**src/tccw_pkg.sv**
```systemverilog
// Shared types, codes and sizes of the text console cell writer.
package tccw_pkg;

	localparam int MAX_COLS    = 240;
	localparam int MAX_ROWS    = 67;
	localparam int TAB_STOP    = 4;
	localparam int MAX_RESULTS = 5;

	localparam int DEPTH  = MAX_COLS * MAX_ROWS;
	localparam int ADDR_W = $clog2(DEPTH);
	localparam int COL_W  = $clog2(MAX_COLS + 1);
	localparam int ROW_W  = $clog2(MAX_ROWS + 1);
	localparam int TAB_W  = $clog2(TAB_STOP + 1);
	localparam int CNT_W  = $clog2(MAX_RESULTS + 1);

	localparam logic [7:0]  RST_NUM_COLS = 8'd80;
	localparam logic [6:0]  RST_NUM_ROWS = 7'd25;
	localparam logic [31:0] RST_FG       = 32'h00FF_FFFF;
	localparam logic [31:0] RST_BG       = 32'h0000_0000;

	localparam logic [7:0] CH_NL    = 8'd10;
	localparam logic [7:0] CH_BS    = 8'd8;
	localparam logic [7:0] CH_TAB   = 8'd9;
	localparam logic [7:0] CH_SPACE = 8'd32;

	typedef enum logic [1:0] {
		ACT_PUT   = 2'd0,
		ACT_SET   = 2'd1,
		ACT_CLEAR = 2'd2,
		ACT_NONE  = 2'd3
	} action_t;

	typedef enum logic [1:0] {
		EV_DRAW   = 2'd0,
		EV_SCROLL = 2'd1,
		EV_CLEAR  = 2'd2
	} event_t;

	typedef enum logic [1:0] {
		REG_NUM_COLS = 2'd0,
		REG_NUM_ROWS = 2'd1,
		REG_FG_COLOR = 2'd2,
		REG_BG_COLOR = 2'd3
	} reg_index_t;

	typedef enum logic [2:0] {
		ST_INIT,
		ST_IDLE,
		ST_PUT,
		ST_SCROLL_COPY,
		ST_SCROLL_BLANK,
		ST_SCROLL_EMIT,
		ST_CLEAR,
		ST_CLEAR_EMIT
	} state_t;

	typedef struct packed {
		logic [31:0] bg;
		logic [31:0] fg;
		logic [7:0]  ch;
	} cell_t;

endpackage

```
**src/text_console_cell_writer.sv**
```systemverilog
// Text console cell store with cursor, scroll and clear; draws, scrolls and clears
// are reported as events. A plain character is accepted in idle and its draw word is
// registered from the put state once the output is free; a tab writes its spaces in turn.
// A scroll walks the store, about (rows-1)*cols reads and writes plus cols blanks,
// through the single write port; a clear writes rows*cols cells. Input is taken only in idle.
// After reset a clearing pass over MAX_ROWS*MAX_COLS cells runs with s_tready low.
module text_console_cell_writer (
	input  logic        clk,
	input  logic        arst_n,
	input  logic        s_tvalid,
	output logic        s_tready,
	input  logic [23:0] s_tdata,   // char_code[7:0], cursor_col[15:8], cursor_row[22:16]
	input  logic [1:0]  s_tuser,   // action[1:0]
	output logic        m_tvalid,
	input  logic        m_tready,
	output logic [87:0] m_tdata,   // cell_col, cell_row, cell_char, cell_fg, cell_bg
	output logic [1:0]  m_tuser,   // event_res[1:0]
	output logic        m_tlast,
	input  logic        cfg_valid,
	output logic        cfg_ready,
	input  logic [1:0]  cfg_index,
	input  logic [31:0] cfg_data
);

	localparam int COL_W  = tccw_pkg::COL_W;
	localparam int ROW_W  = tccw_pkg::ROW_W;
	localparam int ADDR_W = tccw_pkg::ADDR_W;
	localparam int TAB_W  = tccw_pkg::TAB_W;
	localparam int CNT_W  = tccw_pkg::CNT_W;

	// Configuration
	logic [7:0]  num_cols_q;
	logic [6:0]  num_rows_q;
	logic [31:0] fg_color_q;
	logic [31:0] bg_color_q;

	// Sequencer state
	tccw_pkg::state_t state_q, state_d;
	logic [COL_W-1:0]  cur_col_q, cur_col_d;
	logic [ROW_W-1:0]  cur_row_q, cur_row_d;
	logic [7:0]        op_char_q, op_char_d;
	logic [TAB_W-1:0]  tab_left_q, tab_left_d;
	logic [CNT_W-1:0]  n_q, n_d;
	logic              scroll_last_q, scroll_last_d;
	logic [COL_W-1:0]  wcol_q, wcol_d;
	logic [ROW_W-1:0]  wrow_q, wrow_d;
	logic [ADDR_W-1:0] base_q, base_d;
	logic [ADDR_W-1:0] init_addr_q, init_addr_d;
	logic              cp_valid_s1, cp_valid_d;
	logic [ADDR_W-1:0] cp_addr_s1, cp_addr_d;

	// Cell store
	tccw_pkg::cell_t   cell_mem [tccw_pkg::DEPTH];
	tccw_pkg::cell_t   rd_data_q;
	logic              mem_we, mem_re;
	logic [ADDR_W-1:0] mem_waddr, mem_raddr;
	tccw_pkg::cell_t   mem_wdata;

	// Output register
	logic        m_tvalid_q;
	logic [1:0]  ev_q;
	logic [7:0]  col_q;
	logic [6:0]  row_q;
	logic [7:0]  char_q;
	logic [31:0] fg_q, bg_q;
	logic        last_q;

	logic        emit, emit_last;
	logic [1:0]  emit_ev;
	logic [7:0]  emit_col, emit_char;
	logic [6:0]  emit_row;
	logic [31:0] emit_fg, emit_bg;

	// Helpers
	logic [COL_W-1:0] cols;
	logic [ROW_W-1:0] rows;
	logic             s_fire, out_free;
	logic             is_nl, is_bs, is_tab;
	logic             at_bottom, past_end, draw_last;
	logic [COL_W:0]   col_nx;
	logic [CNT_W+1:0] res_sum;
	logic [COL_W-1:0] put_col;
	logic [ROW_W-1:0] put_row;
	logic [7:0]       in_char, in_col;
	logic [6:0]       in_row;
	logic [7:0]       wr_char;

	function automatic logic [ADDR_W-1:0] cell_addr(input logic [ROW_W-1:0] r,
			input logic [COL_W-1:0] c);
		cell_addr = ADDR_W'(r * tccw_pkg::MAX_COLS) + ADDR_W'(c);
	endfunction

	assign in_char = s_tdata[7:0];
	assign in_col  = s_tdata[15:8];
	assign in_row  = s_tdata[22:16];

	always_comb begin
		if (num_cols_q == 8'd0) begin
			cols = COL_W'(1);
		end else if (9'(num_cols_q) > 9'(tccw_pkg::MAX_COLS)) begin
			cols = COL_W'(tccw_pkg::MAX_COLS);
		end else begin
			cols = COL_W'(num_cols_q);
		end
		if (num_rows_q == 7'd0) begin
			rows = ROW_W'(1);
		end else if (8'(num_rows_q) > 8'(tccw_pkg::MAX_ROWS)) begin
			rows = ROW_W'(tccw_pkg::MAX_ROWS);
		end else begin
			rows = ROW_W'(num_rows_q);
		end
	end

	assign s_tready  = (state_q == tccw_pkg::ST_IDLE);
	assign s_fire    = s_tvalid && s_tready;
	assign out_free  = !m_tvalid_q || m_tready;
	assign cfg_ready = 1'b1;

	assign is_nl  = (op_char_q == tccw_pkg::CH_NL);
	assign is_bs  = (op_char_q == tccw_pkg::CH_BS);
	assign is_tab = (op_char_q == tccw_pkg::CH_TAB);
	assign wr_char = is_tab ? tccw_pkg::CH_SPACE : op_char_q;

	assign at_bottom = ((ROW_W + 1)'(cur_row_q) + (ROW_W + 1)'(1)) >= (ROW_W + 1)'(rows);
	assign past_end  = cur_col_q >= cols;

	// A tab space is the last word once the spaces run out or the next one, with any
	// scroll it needs, would no longer fit in the result limit.
	assign col_nx  = (COL_W + 1)'(cur_col_q) + (COL_W + 1)'(1);
	assign res_sum = (CNT_W + 2)'(n_q) + (CNT_W + 2)'(1)
		+ (((col_nx >= (COL_W + 1)'(cols)) && at_bottom) ? (CNT_W + 2)'(2) : (CNT_W + 2)'(1));
	assign draw_last = !is_tab || (tab_left_q == TAB_W'(1))
		|| (res_sum > (CNT_W + 2)'(tccw_pkg::MAX_RESULTS));

	// Cursor as taken before a put: past the last column clamps to the past-last place, past the last row to the last row.
	always_comb begin
		put_col = (cur_col_q > cols) ? cols : cur_col_q;
		put_row = (cur_row_q >= rows) ? rows - ROW_W'(1) : cur_row_q;
	end

	// Next state
	always_comb begin
		state_d = state_q;
		unique case (state_q)
			tccw_pkg::ST_INIT: begin
				if (init_addr_q == ADDR_W'(tccw_pkg::DEPTH - 1)) state_d = tccw_pkg::ST_IDLE;
			end
			tccw_pkg::ST_IDLE: begin
				if (s_fire) begin
					unique case (tccw_pkg::action_t'(s_tuser))
						tccw_pkg::ACT_PUT:   state_d = tccw_pkg::ST_PUT;
						tccw_pkg::ACT_CLEAR: state_d = tccw_pkg::ST_CLEAR;
						default:             state_d = tccw_pkg::ST_IDLE;
					endcase
				end
			end
			tccw_pkg::ST_PUT: begin
				if (is_nl) begin
					state_d = at_bottom ? tccw_pkg::ST_SCROLL_COPY : tccw_pkg::ST_IDLE;
				end else if (is_bs) begin
					if (cur_col_q == '0 || out_free) state_d = tccw_pkg::ST_IDLE;
				end else if (past_end) begin
					if (at_bottom) state_d = tccw_pkg::ST_SCROLL_COPY;
				end else if (out_free && draw_last) begin
					state_d = tccw_pkg::ST_IDLE;
				end
			end
			tccw_pkg::ST_SCROLL_COPY: begin
				if ((ROW_W + 1)'(wrow_q) + (ROW_W + 1)'(1) >= (ROW_W + 1)'(rows))
					state_d = tccw_pkg::ST_SCROLL_BLANK;
			end
			tccw_pkg::ST_SCROLL_BLANK: begin
				if (!cp_valid_s1 && wcol_q == cols - COL_W'(1))
					state_d = tccw_pkg::ST_SCROLL_EMIT;
			end
			tccw_pkg::ST_SCROLL_EMIT: begin
				if (out_free) state_d = scroll_last_q ? tccw_pkg::ST_IDLE : tccw_pkg::ST_PUT;
			end
			tccw_pkg::ST_CLEAR: begin
				if (wcol_q == cols - COL_W'(1) && wrow_q == rows - ROW_W'(1))
					state_d = tccw_pkg::ST_CLEAR_EMIT;
			end
			tccw_pkg::ST_CLEAR_EMIT: begin
				if (out_free) state_d = tccw_pkg::ST_IDLE;
			end
			default: state_d = tccw_pkg::ST_IDLE;
		endcase
	end

	// Datapath, store port and result words
	always_comb begin
		cur_col_d     = cur_col_q;
		cur_row_d     = cur_row_q;
		op_char_d     = op_char_q;
		tab_left_d    = tab_left_q;
		n_d           = n_q;
		scroll_last_d = scroll_last_q;
		wcol_d        = wcol_q;
		wrow_d        = wrow_q;
		base_d        = base_q;
		init_addr_d   = init_addr_q;
		cp_valid_d    = 1'b0;
		cp_addr_d     = cp_addr_s1;
		mem_we        = 1'b0;
		mem_waddr     = cp_addr_s1;
		mem_wdata     = rd_data_q;
		mem_re        = 1'b0;
		mem_raddr     = base_q + ADDR_W'(tccw_pkg::MAX_COLS) + ADDR_W'(wcol_q);
		emit          = 1'b0;
		emit_ev       = tccw_pkg::EV_DRAW;
		emit_col      = 8'd0;
		emit_row      = 7'd0;
		emit_char     = 8'd0;
		emit_fg       = 32'd0;
		emit_bg       = 32'd0;
		emit_last     = 1'b0;

		// The copy read in the cycle before lands one row up.
		if (cp_valid_s1) mem_we = 1'b1;

		unique case (state_q)
			tccw_pkg::ST_INIT: begin
				mem_we      = 1'b1;
				mem_waddr   = init_addr_q;
				mem_wdata   = '{bg: tccw_pkg::RST_BG, fg: tccw_pkg::RST_FG,
					ch: tccw_pkg::CH_SPACE};
				init_addr_d = init_addr_q + ADDR_W'(1);
			end
			tccw_pkg::ST_IDLE: begin
				if (s_fire) begin
					unique case (tccw_pkg::action_t'(s_tuser))
						tccw_pkg::ACT_SET: begin
							if (9'(in_col) < 9'(cols)) cur_col_d = COL_W'(in_col);
							if (8'(in_row) < 8'(rows)) cur_row_d = ROW_W'(in_row);
						end
						tccw_pkg::ACT_CLEAR: begin
							cur_col_d = '0;
							cur_row_d = '0;
							wcol_d    = '0;
							wrow_d    = '0;
							base_d    = '0;
						end
						tccw_pkg::ACT_PUT: begin
							cur_col_d  = put_col;
							cur_row_d  = put_row;
							op_char_d  = in_char;
							n_d        = '0;
							tab_left_d = TAB_W'(tccw_pkg::TAB_STOP)
								- TAB_W'(put_col % tccw_pkg::TAB_STOP);
						end
						tccw_pkg::ACT_NONE: begin
						end
						default: begin
						end
					endcase
				end
			end
			tccw_pkg::ST_PUT: begin
				if (is_nl) begin
					cur_col_d = '0;
					if (at_bottom) begin
						scroll_last_d = 1'b1;
						wcol_d = '0;
						wrow_d = '0;
						base_d = '0;
					end else begin
						cur_row_d = cur_row_q + ROW_W'(1);
					end
				end else if (is_bs) begin
					if (cur_col_q != '0 && out_free) begin
						cur_col_d = cur_col_q - COL_W'(1);
						mem_we    = 1'b1;
						mem_waddr = cell_addr(cur_row_q, cur_col_q - COL_W'(1));
						mem_wdata = '{bg: bg_color_q, fg: fg_color_q, ch: tccw_pkg::CH_SPACE};
						emit      = 1'b1;
						emit_col  = 8'(cur_col_q - COL_W'(1));
						emit_row  = 7'(cur_row_q);
						emit_char = tccw_pkg::CH_SPACE;
						emit_fg   = fg_color_q;
						emit_bg   = bg_color_q;
						emit_last = 1'b1;
					end
				end else if (past_end) begin
					cur_col_d = '0;
					if (at_bottom) begin
						scroll_last_d = 1'b0;
						wcol_d = '0;
						wrow_d = '0;
						base_d = '0;
					end else begin
						cur_row_d = cur_row_q + ROW_W'(1);
					end
				end else if (out_free) begin
					mem_we     = 1'b1;
					mem_waddr  = cell_addr(cur_row_q, cur_col_q);
					mem_wdata  = '{bg: bg_color_q, fg: fg_color_q, ch: wr_char};
					emit       = 1'b1;
					emit_col   = 8'(cur_col_q);
					emit_row   = 7'(cur_row_q);
					emit_char  = wr_char;
					emit_fg    = fg_color_q;
					emit_bg    = bg_color_q;
					emit_last  = draw_last;
					cur_col_d  = cur_col_q + COL_W'(1);
					n_d        = n_q + CNT_W'(1);
					tab_left_d = tab_left_q - TAB_W'(1);
				end
			end
			tccw_pkg::ST_SCROLL_COPY: begin
				if ((ROW_W + 1)'(wrow_q) + (ROW_W + 1)'(1) < (ROW_W + 1)'(rows)) begin
					mem_re     = 1'b1;
					cp_valid_d = 1'b1;
					cp_addr_d  = base_q + ADDR_W'(wcol_q);
					if (wcol_q == cols - COL_W'(1)) begin
						wcol_d = '0;
						wrow_d = wrow_q + ROW_W'(1);
						base_d = base_q + ADDR_W'(tccw_pkg::MAX_COLS);
					end else begin
						wcol_d = wcol_q + COL_W'(1);
					end
				end
			end
			tccw_pkg::ST_SCROLL_BLANK: begin
				if (!cp_valid_s1) begin
					mem_we    = 1'b1;
					mem_waddr = base_q + ADDR_W'(wcol_q);
					mem_wdata = '{bg: bg_color_q, fg: fg_color_q, ch: tccw_pkg::CH_SPACE};
					wcol_d    = wcol_q + COL_W'(1);
				end
			end
			tccw_pkg::ST_SCROLL_EMIT: begin
				if (out_free) begin
					emit      = 1'b1;
					emit_ev   = tccw_pkg::EV_SCROLL;
					emit_last = scroll_last_q;
					n_d       = n_q + CNT_W'(1);
				end
			end
			tccw_pkg::ST_CLEAR: begin
				mem_we    = 1'b1;
				mem_waddr = base_q + ADDR_W'(wcol_q);
				mem_wdata = '{bg: bg_color_q, fg: fg_color_q, ch: tccw_pkg::CH_SPACE};
				if (wcol_q == cols - COL_W'(1)) begin
					wcol_d = '0;
					wrow_d = wrow_q + ROW_W'(1);
					base_d = base_q + ADDR_W'(tccw_pkg::MAX_COLS);
				end else begin
					wcol_d = wcol_q + COL_W'(1);
				end
			end
			tccw_pkg::ST_CLEAR_EMIT: begin
				if (out_free) begin
					emit      = 1'b1;
					emit_ev   = tccw_pkg::EV_CLEAR;
					emit_last = 1'b1;
				end
			end
			default: begin
			end
		endcase
	end

	always_ff @(posedge clk or negedge arst_n) begin
		if (!arst_n) begin
			state_q       <= tccw_pkg::ST_INIT;
			cur_col_q     <= '0;
			cur_row_q     <= '0;
			tab_left_q    <= '0;
			n_q           <= '0;
			scroll_last_q <= 1'b0;
			wcol_q        <= '0;
			wrow_q        <= '0;
			base_q        <= '0;
			init_addr_q   <= '0;
			cp_valid_s1   <= 1'b0;
			m_tvalid_q    <= 1'b0;
			num_cols_q    <= tccw_pkg::RST_NUM_COLS;
			num_rows_q    <= tccw_pkg::RST_NUM_ROWS;
			fg_color_q    <= tccw_pkg::RST_FG;
			bg_color_q    <= tccw_pkg::RST_BG;
		end else begin
			state_q       <= state_d;
			cur_col_q     <= cur_col_d;
			cur_row_q     <= cur_row_d;
			tab_left_q    <= tab_left_d;
			n_q           <= n_d;
			scroll_last_q <= scroll_last_d;
			wcol_q        <= wcol_d;
			wrow_q        <= wrow_d;
			base_q        <= base_d;
			init_addr_q   <= init_addr_d;
			cp_valid_s1   <= cp_valid_d;
			if (emit) begin
				m_tvalid_q <= 1'b1;
			end else if (m_tready) begin
				m_tvalid_q <= 1'b0;
			end
			if (cfg_valid && cfg_ready) begin
				unique case (tccw_pkg::reg_index_t'(cfg_index))
					tccw_pkg::REG_NUM_COLS: num_cols_q <= cfg_data[7:0];
					tccw_pkg::REG_NUM_ROWS: num_rows_q <= cfg_data[6:0];
					tccw_pkg::REG_FG_COLOR: fg_color_q <= cfg_data;
					tccw_pkg::REG_BG_COLOR: bg_color_q <= cfg_data;
					default: begin
					end
				endcase
			end
		end
	end

	// Payload registers
	always_ff @(posedge clk) begin
		op_char_q  <= op_char_d;
		cp_addr_s1 <= cp_addr_d;
		if (emit) begin
			ev_q   <= emit_ev;
			col_q  <= emit_col;
			row_q  <= emit_row;
			char_q <= emit_char;
			fg_q   <= emit_fg;
			bg_q   <= emit_bg;
			last_q <= emit_last;
		end
	end

	// Cell store: one write port, one registered read port.
	always_ff @(posedge clk) begin
		if (mem_we) cell_mem[mem_waddr] <= mem_wdata;
		if (mem_re) rd_data_q <= cell_mem[mem_raddr];
	end

	assign m_tvalid = m_tvalid_q;
	assign m_tdata  = {1'b0, bg_q, fg_q, char_q, row_q, col_q};
	assign m_tuser  = ev_q;
	assign m_tlast  = last_q;

endmodule

```
**config.mk**
```make
export PLATFORM = sky130hd
export DESIGN_NAME = text_console_cell_writer
export DESIGN_NICKNAME = d
export VERILOG_FILES = /design/src/tccw_pkg.sv /design/src/text_console_cell_writer.sv
export SDC_FILE = /design/constraint.sdc
export NUM_CORES = 1
export LEC_CHECK = 0
export BUFFER_PORTS_ARGS = -buffer_cell sky130_fd_sc_hd__buf_2
export CORE_UTILIZATION = 38
export CTS_BUF_LIST = sky130_fd_sc_hd__clkbuf_4
export DETAILED_ROUTE_END_ITERATION = 8
export GPL_TIMING_DRIVEN = 0
export SYNTH_ARGS = -nofsm -noshare
export SYNTH_HDL_FRONTEND = slang
export SYNTH_SLANG_ARGS = --single-unit
```
**constraint.sdc**
```tcl
create_clock -name clk -period 12.9 [get_ports clk]
set_clock_uncertainty 0.05 [all_clocks]
set_input_delay 0.645 -clock clk [delete_from_list [all_inputs] [get_ports clk]]
set_output_delay 0.645 -clock clk [all_outputs]
set_load 0.05 [all_outputs]
```
==> reports/metrics.cfg, run 1 <==
[run_status]
status=finished clean

[global_routing]
grt_pass1_wl_microns=49420
grt_pass1_vias=9175
grt_remaining_overflow=0
antenna_found_initial=2
grt_use_total_pct=19.20
grt_max_degree=99

[timing]
worst_pin_slew_ns=1.041
finalSetupViolCount=0
period_share_pct=43.67
hold_violations=0
fin_setup_tns_ns=0
grt_setup_unrepaired=no
slew_violations=0
period_needed_ns=5.633
slew_headroom_pct=30.09
max_freq_mhz=177.5
whs_ns=0.1258

[routing]
wl_per_cell_microns=17.54
vias=9264
dr.pass1.iters=6
final_antenna_net_count=0
drc=0
drtIter0Drc=565
via_per_inst=5.258
routed_wl_microns=30910

[synth]
yosysTopAreaCell=edfxtp_1
syn_area_sq_mm=0.01219
synth.most_common_cell=dfrtp_1
ys_types=72
yosys_warnings=0
synth_top_area_share_pct=24.14
synth_area_per_cell_sq_um=11.30
synthCells=1079
netlist_top_cells_count=dfrtp_1 (106), edfxtp_1 (98), and2_1 (80), mux2_2 (77), ha_1 (68)
ys.flop_type=dfrtp_1
synth_fp_nets=1213
synthTopCellsByArea=edfxtp_1 (24%), dfrtp_1 (22%), mux2_2 (7.1%), ha_1 (7.0%), dfstp_2 (6.2%)
synth-edff-count=98
async_flop_share_pct=57.94
yosysSeqAreaShare_pct=52.14
ys_seq_elements=233

[floorplanning]
ios=159
die_area_sq_mm=0.03281
start_util_pct=38.64
num_rows=65
die-width_microns=181.1
core_sq_mm=0.03156
die_h_microns=181.1

[setup_path]
startpoint_type=flop
crit_slowest_cell=a211oi_1
max_stage_delay_ns=0.55
path_cells=o41a_1, a211oi_1, inv_1, ha_1, a21boi_0, o21ai_0, a21oi_1, nor2_1, a31oi_1, ha_1, inv_1, fa_1, a221oi_1, o2111ai_1, nand3_1, o22ai_1, o221ai_1, nor3_1, a211oi_2
worstPathRequired_ns=13.39
critPathCaptureType=flop
critical_path_arrival_ns=6.13
path_max_fanout=6
critical_path_class=reg -> reg

[power_and_ir_drop]
power_density_mw_per_mm2=220.3
power_switching_w=0.001346
p_int_w=0.001842
seq_power_share_pct=34.8
comb_power_share_pct=42.2
swShare_pct=42.23
p_clk_share_pct=23.1
vdd_drop_max_mv=0.09078
power_leakage_nw=6.188

[layout]
fillCellCount=2999
fin_area_sq_mm=0.01448
layout.nets=1439
layout-drive-gt1-share_pct=29.73
finalNonFillerCells=1762
area_delta_synth_final_pct=18.72

[clocking]
hold_buffers=1
cts_buffers=66
clock_path_buffers=3
cts_tree=yes
clock_latency_ns=0.68
post_cts.repair.setup_buffers=0
clk_pin_slew_ns=0.07
clk_root_buffer_cell=clkbuf_4
cts_sinks=233
cts_resized=0
h-tree-depth=3

[min_path]
hold_class=in -> reg

[placement]
dp.cells=1638
hpwl_microns=22660
port_buffers=155
gp_congestion=0.9425
placed_area_sq_mm=0.01354

[job]
maxCapViolations=0

routing by layer:
| layer | GRT usage, % | up-vias | part of all wire [%] |
|---|---|---|---|
| li1 | - | 4424 | - |
| met1 | 25.37 | 4395 | 44 |
| met2 | 30.05 | 354 | 45 |
| met3 | 3.971 | 89 | 6.3 |
| met4 | 9.186 | 2 | 4.1 |
| met5 | 0 | - | 0.042 |
power by group through the flow:
stage / sequential, W / combinational (W) / clock [W]
after global placement: 0.00113 / 0.00131 / 0
after detailed placement: 0.00112 / 0.00134 / 0
final: 0.00111 / 0.00134 / 0.000735
after global routing: 0.00113 / 0.00147 / 0.000801
after floorplan: 0.00138 / 0.000716 / 0
after CTS: 0.00111 / 0.00134 / 0.000760
worst max-delay path, delay by kind of cell, from the launching register on:
kind	cells	cell delay [ns]
adder cells (fa/ha/maj)	3	1.02
flip-flops	1	0.44
AO/OA/AOI/OAI	11	2.89
buffers and inverters	2	0.30
AND/OR/NAND/NOR	3	0.79
cell type report:
cell class	instances	area, sq um	area share (%)
Buffer	51	225.2	1.556
Sequential cell	233	6357	43.92
Timing Repair Buffer	158	847.1	5.852
Clock buffer	98	735.7	5.083
Multi-Input combinational cell	755	5469	37.78
Clock inverter	24	185.2	1.279
Tap cell	402	503.0	3.475
Inverter	40	150.1	1.037
Antenna cell	1	2.502	0.01729
flip-flops by register name, indices dropped and copies added, names as in the netlist, 8 cells and up:
name	cells
bg_color_q	32
num_cols_q	8
init_addr_q	14
op_char_q	8
col_q	8
fg_q	32
cur_col_q	8
wcol_q	8
fg_color_q	32
bg_q	32
char_q	8
worst paths after layout:
kind	cells past startpoint	to	start	slack (ns)
max in group asynchronous	3	fg_color_q[23]$_DFFE_PN1P_	arst_n	11.55
min reg2reg	1	init_addr_q[13]$_DFFE_PN0P_	init_addr_q[13]$_DFFE_PN0P_	0.42
min	1	op_char_q[7]$_DFFE_PP_	s_tdata[7]	0.13
min in group asynchronous	2	cur_col_q[1]$_DFFE_PN0P_	arst_n	0.40
max reg2reg	19	state_q[0]$_DFFE_PN0P_	num_rows_q[5]$_DFFE_PN0P_	7.27
max	19	state_q[0]$_DFFE_PN0P_	num_rows_q[5]$_DFFE_PN0P_	7.27
kinds of logic (layout without fill, tap and decap cells):
family,after synthesis,count (layout),share of synthesized area [%]
AO/OA/AOI/OAI,215,215,11.75
multiplexers,85,85,7.768
other,2,3,0.06159
flip-flops,233,233,52.14
XOR/XNOR,52,52,3.735
AND/OR/NAND/NOR,332,332,14.33
buffers and inverters,91,371,3.078
adder cells (fa/ha/maj),69,69,7.142
layout by cell type, fill, tap and decap left out, drive strengths merged, types with 12 or more instances in the layout:
master	netlist	routed
nand3	27	27
inv	40	41
and2	81	81
and3	12	12
a31oi	14	14
edfxtp	98	98
nor2b	12	12
xnor2	33	33
dfrtp	106	106
o21ai	61	61
mux2	77	77
nor2	59	59
clkbuf	33	131
ha	68	68
dfstp	29	29
nand2	67	67
buf	18	175
o21a	12	12
nor3	24	24
a21oi	40	40
xor2	19	19
clkinv	0	19
metrics by stage:
step / setup slack [ns] / total power (W) / utilization, %
after floorplan: 8.348 / 0.002096 / -
after global placement: 6.532 / 0.002435 / 42.69
after detailed placement: 7.284 / 0.002461 / 42.91
after CTS: 7.234 / 0.003215 / 45.86
after global routing: 6.949 / 0.003408 / 45.87
final: 7.267 / 0.003188 / 45.87
No activity file was read; power rests on OpenSTA's default activity.
==> run 2: changes to the inputs <==
ABC_AREA = 1   (was unset)
clock period = 4.8 ns   (was 12.9 ns; I/O delays follow)
==> run 2 against run 1 <==
Against the previous run:
- hold slack worse by 0.023 ns
- global-route usage rose by 0.89 points
- area after synthesis rose by 3.0%
- combinational power decreased by 47%
- routed wire length grew 8.8%
- largest cell class unchanged
- first-iteration DRC count up 24%
- die area increased by 3.0%
- final area up 7.2%
==> reports/metrics.cfg, run 2 <==
[power_and_ir_drop]
p_int_w=0.003452  ; +87%
power_switching_w=0.001384  ; +2.8%
power_leakage_nw=7.050  ; +14%
comb_power_share_pct=14.6  ; -28 points
p_clk_share_pct=38.1  ; +15 points
seq_power_share_pct=47.2  ; +12 points
swShare_pct=28.62  ; -14 points
power.total_w=0.004836  ; +52%
power_density_mw_per_mm2=311.7  ; +42%
vdd_drop_max_mv=0.2042  ; +120%

[setup_path]
startpoint_type=flop
critPathCaptureType=flop
worstPathRequired_ns=5.38  ; -8.01 ns
critPathTopFamily=simple AND/OR/NAND/NOR gates
path_cells=nor2_1, nand2_1, nand2_1, nand3_1, ha_1, nor2_1, nand3_1, or2_2, nand2_1, o31ai_1, inv_1, ha_1, inv_1, fa_1, xor2_1, nand2_1, o2111ai_1, nand2_1, nand3_1, nand3_1, nor2_1, nand3_1, nand2_1, nand2_1
critical_path_class=reg -> reg
path_max_fanout=5  ; -1
cp_num_buf_inv=2  ; unchanged
max_stage_delay_ns=0.41  ; -0.14 ns
reg2reg_to=state_q[2]$_DFFE_PN0P_
r2r_start=num_rows_q[5]$_DFFE_PN0P_
crit_slowest_cell=dfrtp_1
cpMostUsedCell=nand2_1
reg2reg_depth=24  ; +5
r2r_setup_slack_ns=0.53  ; -6.74 ns
critical_path_arrival_ns=4.86  ; -1.27 ns

[placement]
port_buffers=155  ; unchanged
hpwl_microns=24310  ; +7.3%
gp_congestion=0.9012  ; -4.4%

[global_routing]
grt_remaining_overflow=0  ; unchanged
grt_use_total_pct=20.08  ; +0.89 points
grt_pass1_vias=10390  ; +13%
antenna_found_initial=1  ; -1
grt_pass1_wl_microns=53140  ; +7.5%
grt_max_degree=78  ; -21%

[timing]
slew_headroom_pct=56.28  ; +26 points
grt_setup_unrepaired=no
hold_violations=0  ; unchanged
period_share_pct=88.98  ; +45 points
period_needed_ns=4.271  ; -1.362 ns
worst_pin_slew_ns=0.6497  ; -0.3909 ns
finalSetupViolCount=0  ; unchanged
whs_ns=0.1025  ; -0.02332 ns
slew_violations=0  ; unchanged
fin_setup_tns_ns=0  ; unchanged
max_freq_mhz=234.1  ; +32%

[routing]
wl_per_cell_microns=14.97  ; -15%
dr.pass1.iters=5  ; -1
drtIter0Drc=701  ; +24%
via_per_inst=4.795  ; -8.8%
final_antenna_net_count=0  ; unchanged
vias=10770  ; +16%
routed_wl_microns=33640  ; +8.8%
drc=0  ; unchanged

[min_path]
min-delay-start=s_tdata[14]
holdPathStages=7  ; +6
min_to=cur_col_q[6]$_DFFE_PN0P_
hold_class=in -> reg

[run_status]
status=finished clean

[synth]
syn_area_sq_mm=0.01256  ; +3.0%
yosysSeqAreaShare_pct=50.61  ; -1.5 points
netlist_top_cells_count=nand2_1 (293), inv_1 (223), nor2_1 (171), o21ai_0 (123), dfrtp_1 (106)
yosys_warnings=0  ; unchanged
synth_top_area_share_pct=23.43  ; -0.71 points
ys_seq_elements=233  ; unchanged
synth_area_per_cell_sq_um=8.592  ; -24%
async_flop_share_pct=57.94  ; unchanged
yosysTopAreaCell=edfxtp_1
synthTopCellsByArea=edfxtp_1 (23%), dfrtp_1 (21%), nand2_1 (8.8%), ha_1 (6.8%), inv_1 (6.7%)
synth.most_common_cell=nand2_1
synth_fp_nets=1596  ; +32%
synthCells=1462  ; +35%
ys_types=55  ; -24%
synth-edff-count=98  ; unchanged
ys.flop_type=dfrtp_1

[layout]
layout-drive-gt1-share_pct=20.07  ; -9.7 points
layout.nets=1885  ; +31%
area_delta_synth_final_pct=23.52
layout_commonest_cell=nand2_1
layout_common_cells=nand2_1 (292), inv_1 (223), nor2_1 (171)

[floorplanning]
die_area_sq_mm=0.03379  ; +3.0%
ios=159  ; unchanged
num_rows=66  ; +1.5%
die-width_microns=183.8  ; +1.5%
start_util_pct=38.61  ; about the same
core_sq_mm=0.03254  ; +3.1%
die_h_microns=183.8  ; +1.5%

[clocking]
clock_path_buffers=3  ; unchanged
clk_root_buffer_cell=clkbuf_4
cts_sinks=233  ; unchanged
hold_buffers=68  ; +67
post_cts.repair.setup_buffers=0  ; unchanged
cts_buffers=61  ; -7.6%
h-tree-depth=2  ; -1
clk_pin_slew_ns=0.07  ; about the same
clock_latency_ns=0.77  ; +0.09 ns
cts_resized=0  ; unchanged
cts_tree=yes

[job]
maxCapViolations=0  ; unchanged

==> run 2: through the flow <==
step	cell area (sq um)	setup WS, ns	utilization (%)	instances
after floorplan	12560	0.05413	-	1462
after global placement	13890	-1.682	42.69	2059
after detailed placement	13970	0.5741	42.94	2062
after CTS	15510	0.5434	47.68	2246
after global routing	15510	0.01262	47.69	2247
final	15510	0.5290	47.69	2247
==> run 2: tightest hold or removal path: stages <==
cell and delay (ns):
buf_2 0.12, nand2_1 0.06, o21ai_0 0.06, nand2_1 0.07
o21ai_0 0.11, nand4_1 0.11, nand2_1 0.08
==> run 2: area by class of cell <==
class	instances	area [sq um]
Antenna cell	1	2.502
Buffer	44	212.7
Clock buffer	90	675.6
Clock inverter	26	173.9
Fill cell	3197	17020
Inverter	233	875.8
Multi-Input combinational cell	952	5129
Sequential cell	233	6357
Tap cell	442	553.0
Timing Repair Buffer	226	1535
==> run 2: cells by family (layout without fill, tap and decap cells) <==
family          count (synthesis)  count (layout)  synth area share, %
buf+inv                       277             619                8.666
simple gates                  622             622                21.39
mux                             2               2               0.1693
other cells                     2               3              0.05979
xor+xnor                       32              32                2.231
compound gates                225             225                9.941
fa+ha+maj                      69              69                6.933
flops                         233             233                50.61
==> run 2: worst max-delay path by stage <==
stage                     cells past startpoint                endpoint  slack (ns)                       from
after floorplan                              16   bg_q[0]$_SDFFCE_PP0P_        0.05  num_cols_q[6]$_DFFE_PN1P_
after global placement                       16  row_q[1]$_SDFFCE_PP0P_       -1.68  num_cols_q[2]$_DFFE_PN0P_
after detailed placement                     24  state_q[2]$_DFFE_PN0P_        0.57  num_rows_q[5]$_DFFE_PN0P_
after CTS                                    24  state_q[2]$_DFFE_PN0P_        0.54  num_rows_q[5]$_DFFE_PN0P_
after global routing                         26  state_q[2]$_DFFE_PN0P_        0.01  num_cols_q[4]$_DFFE_PN1P_
final                                        24  state_q[2]$_DFFE_PN0P_        0.53  num_rows_q[5]$_DFFE_PN0P_
==> run 2: metal layers <==
layer / share of wire, % / up-vias / track usage (%)
li1: - / 5372 / -
met1: 46 / 4976 / 26.77
met2: 45 / 371 / 32.09
met3: 6.4 / 55 / 4.002
met4: 2.5 / 0 / 7.767
met5: 0 / - / 0
==> run 2: power by group through the flow <==
stage	combinational (W)	sequential, W	clock, W
global route	0.000818	0.00230	0.00203
global placement	0.000634	0.00232	0
CTS	0.000706	0.00228	0.00191
floorplan	0.000450	0.00229	0
finish	0.000708	0.00228	0.00184
detailed placement	0.000652	0.00232	0
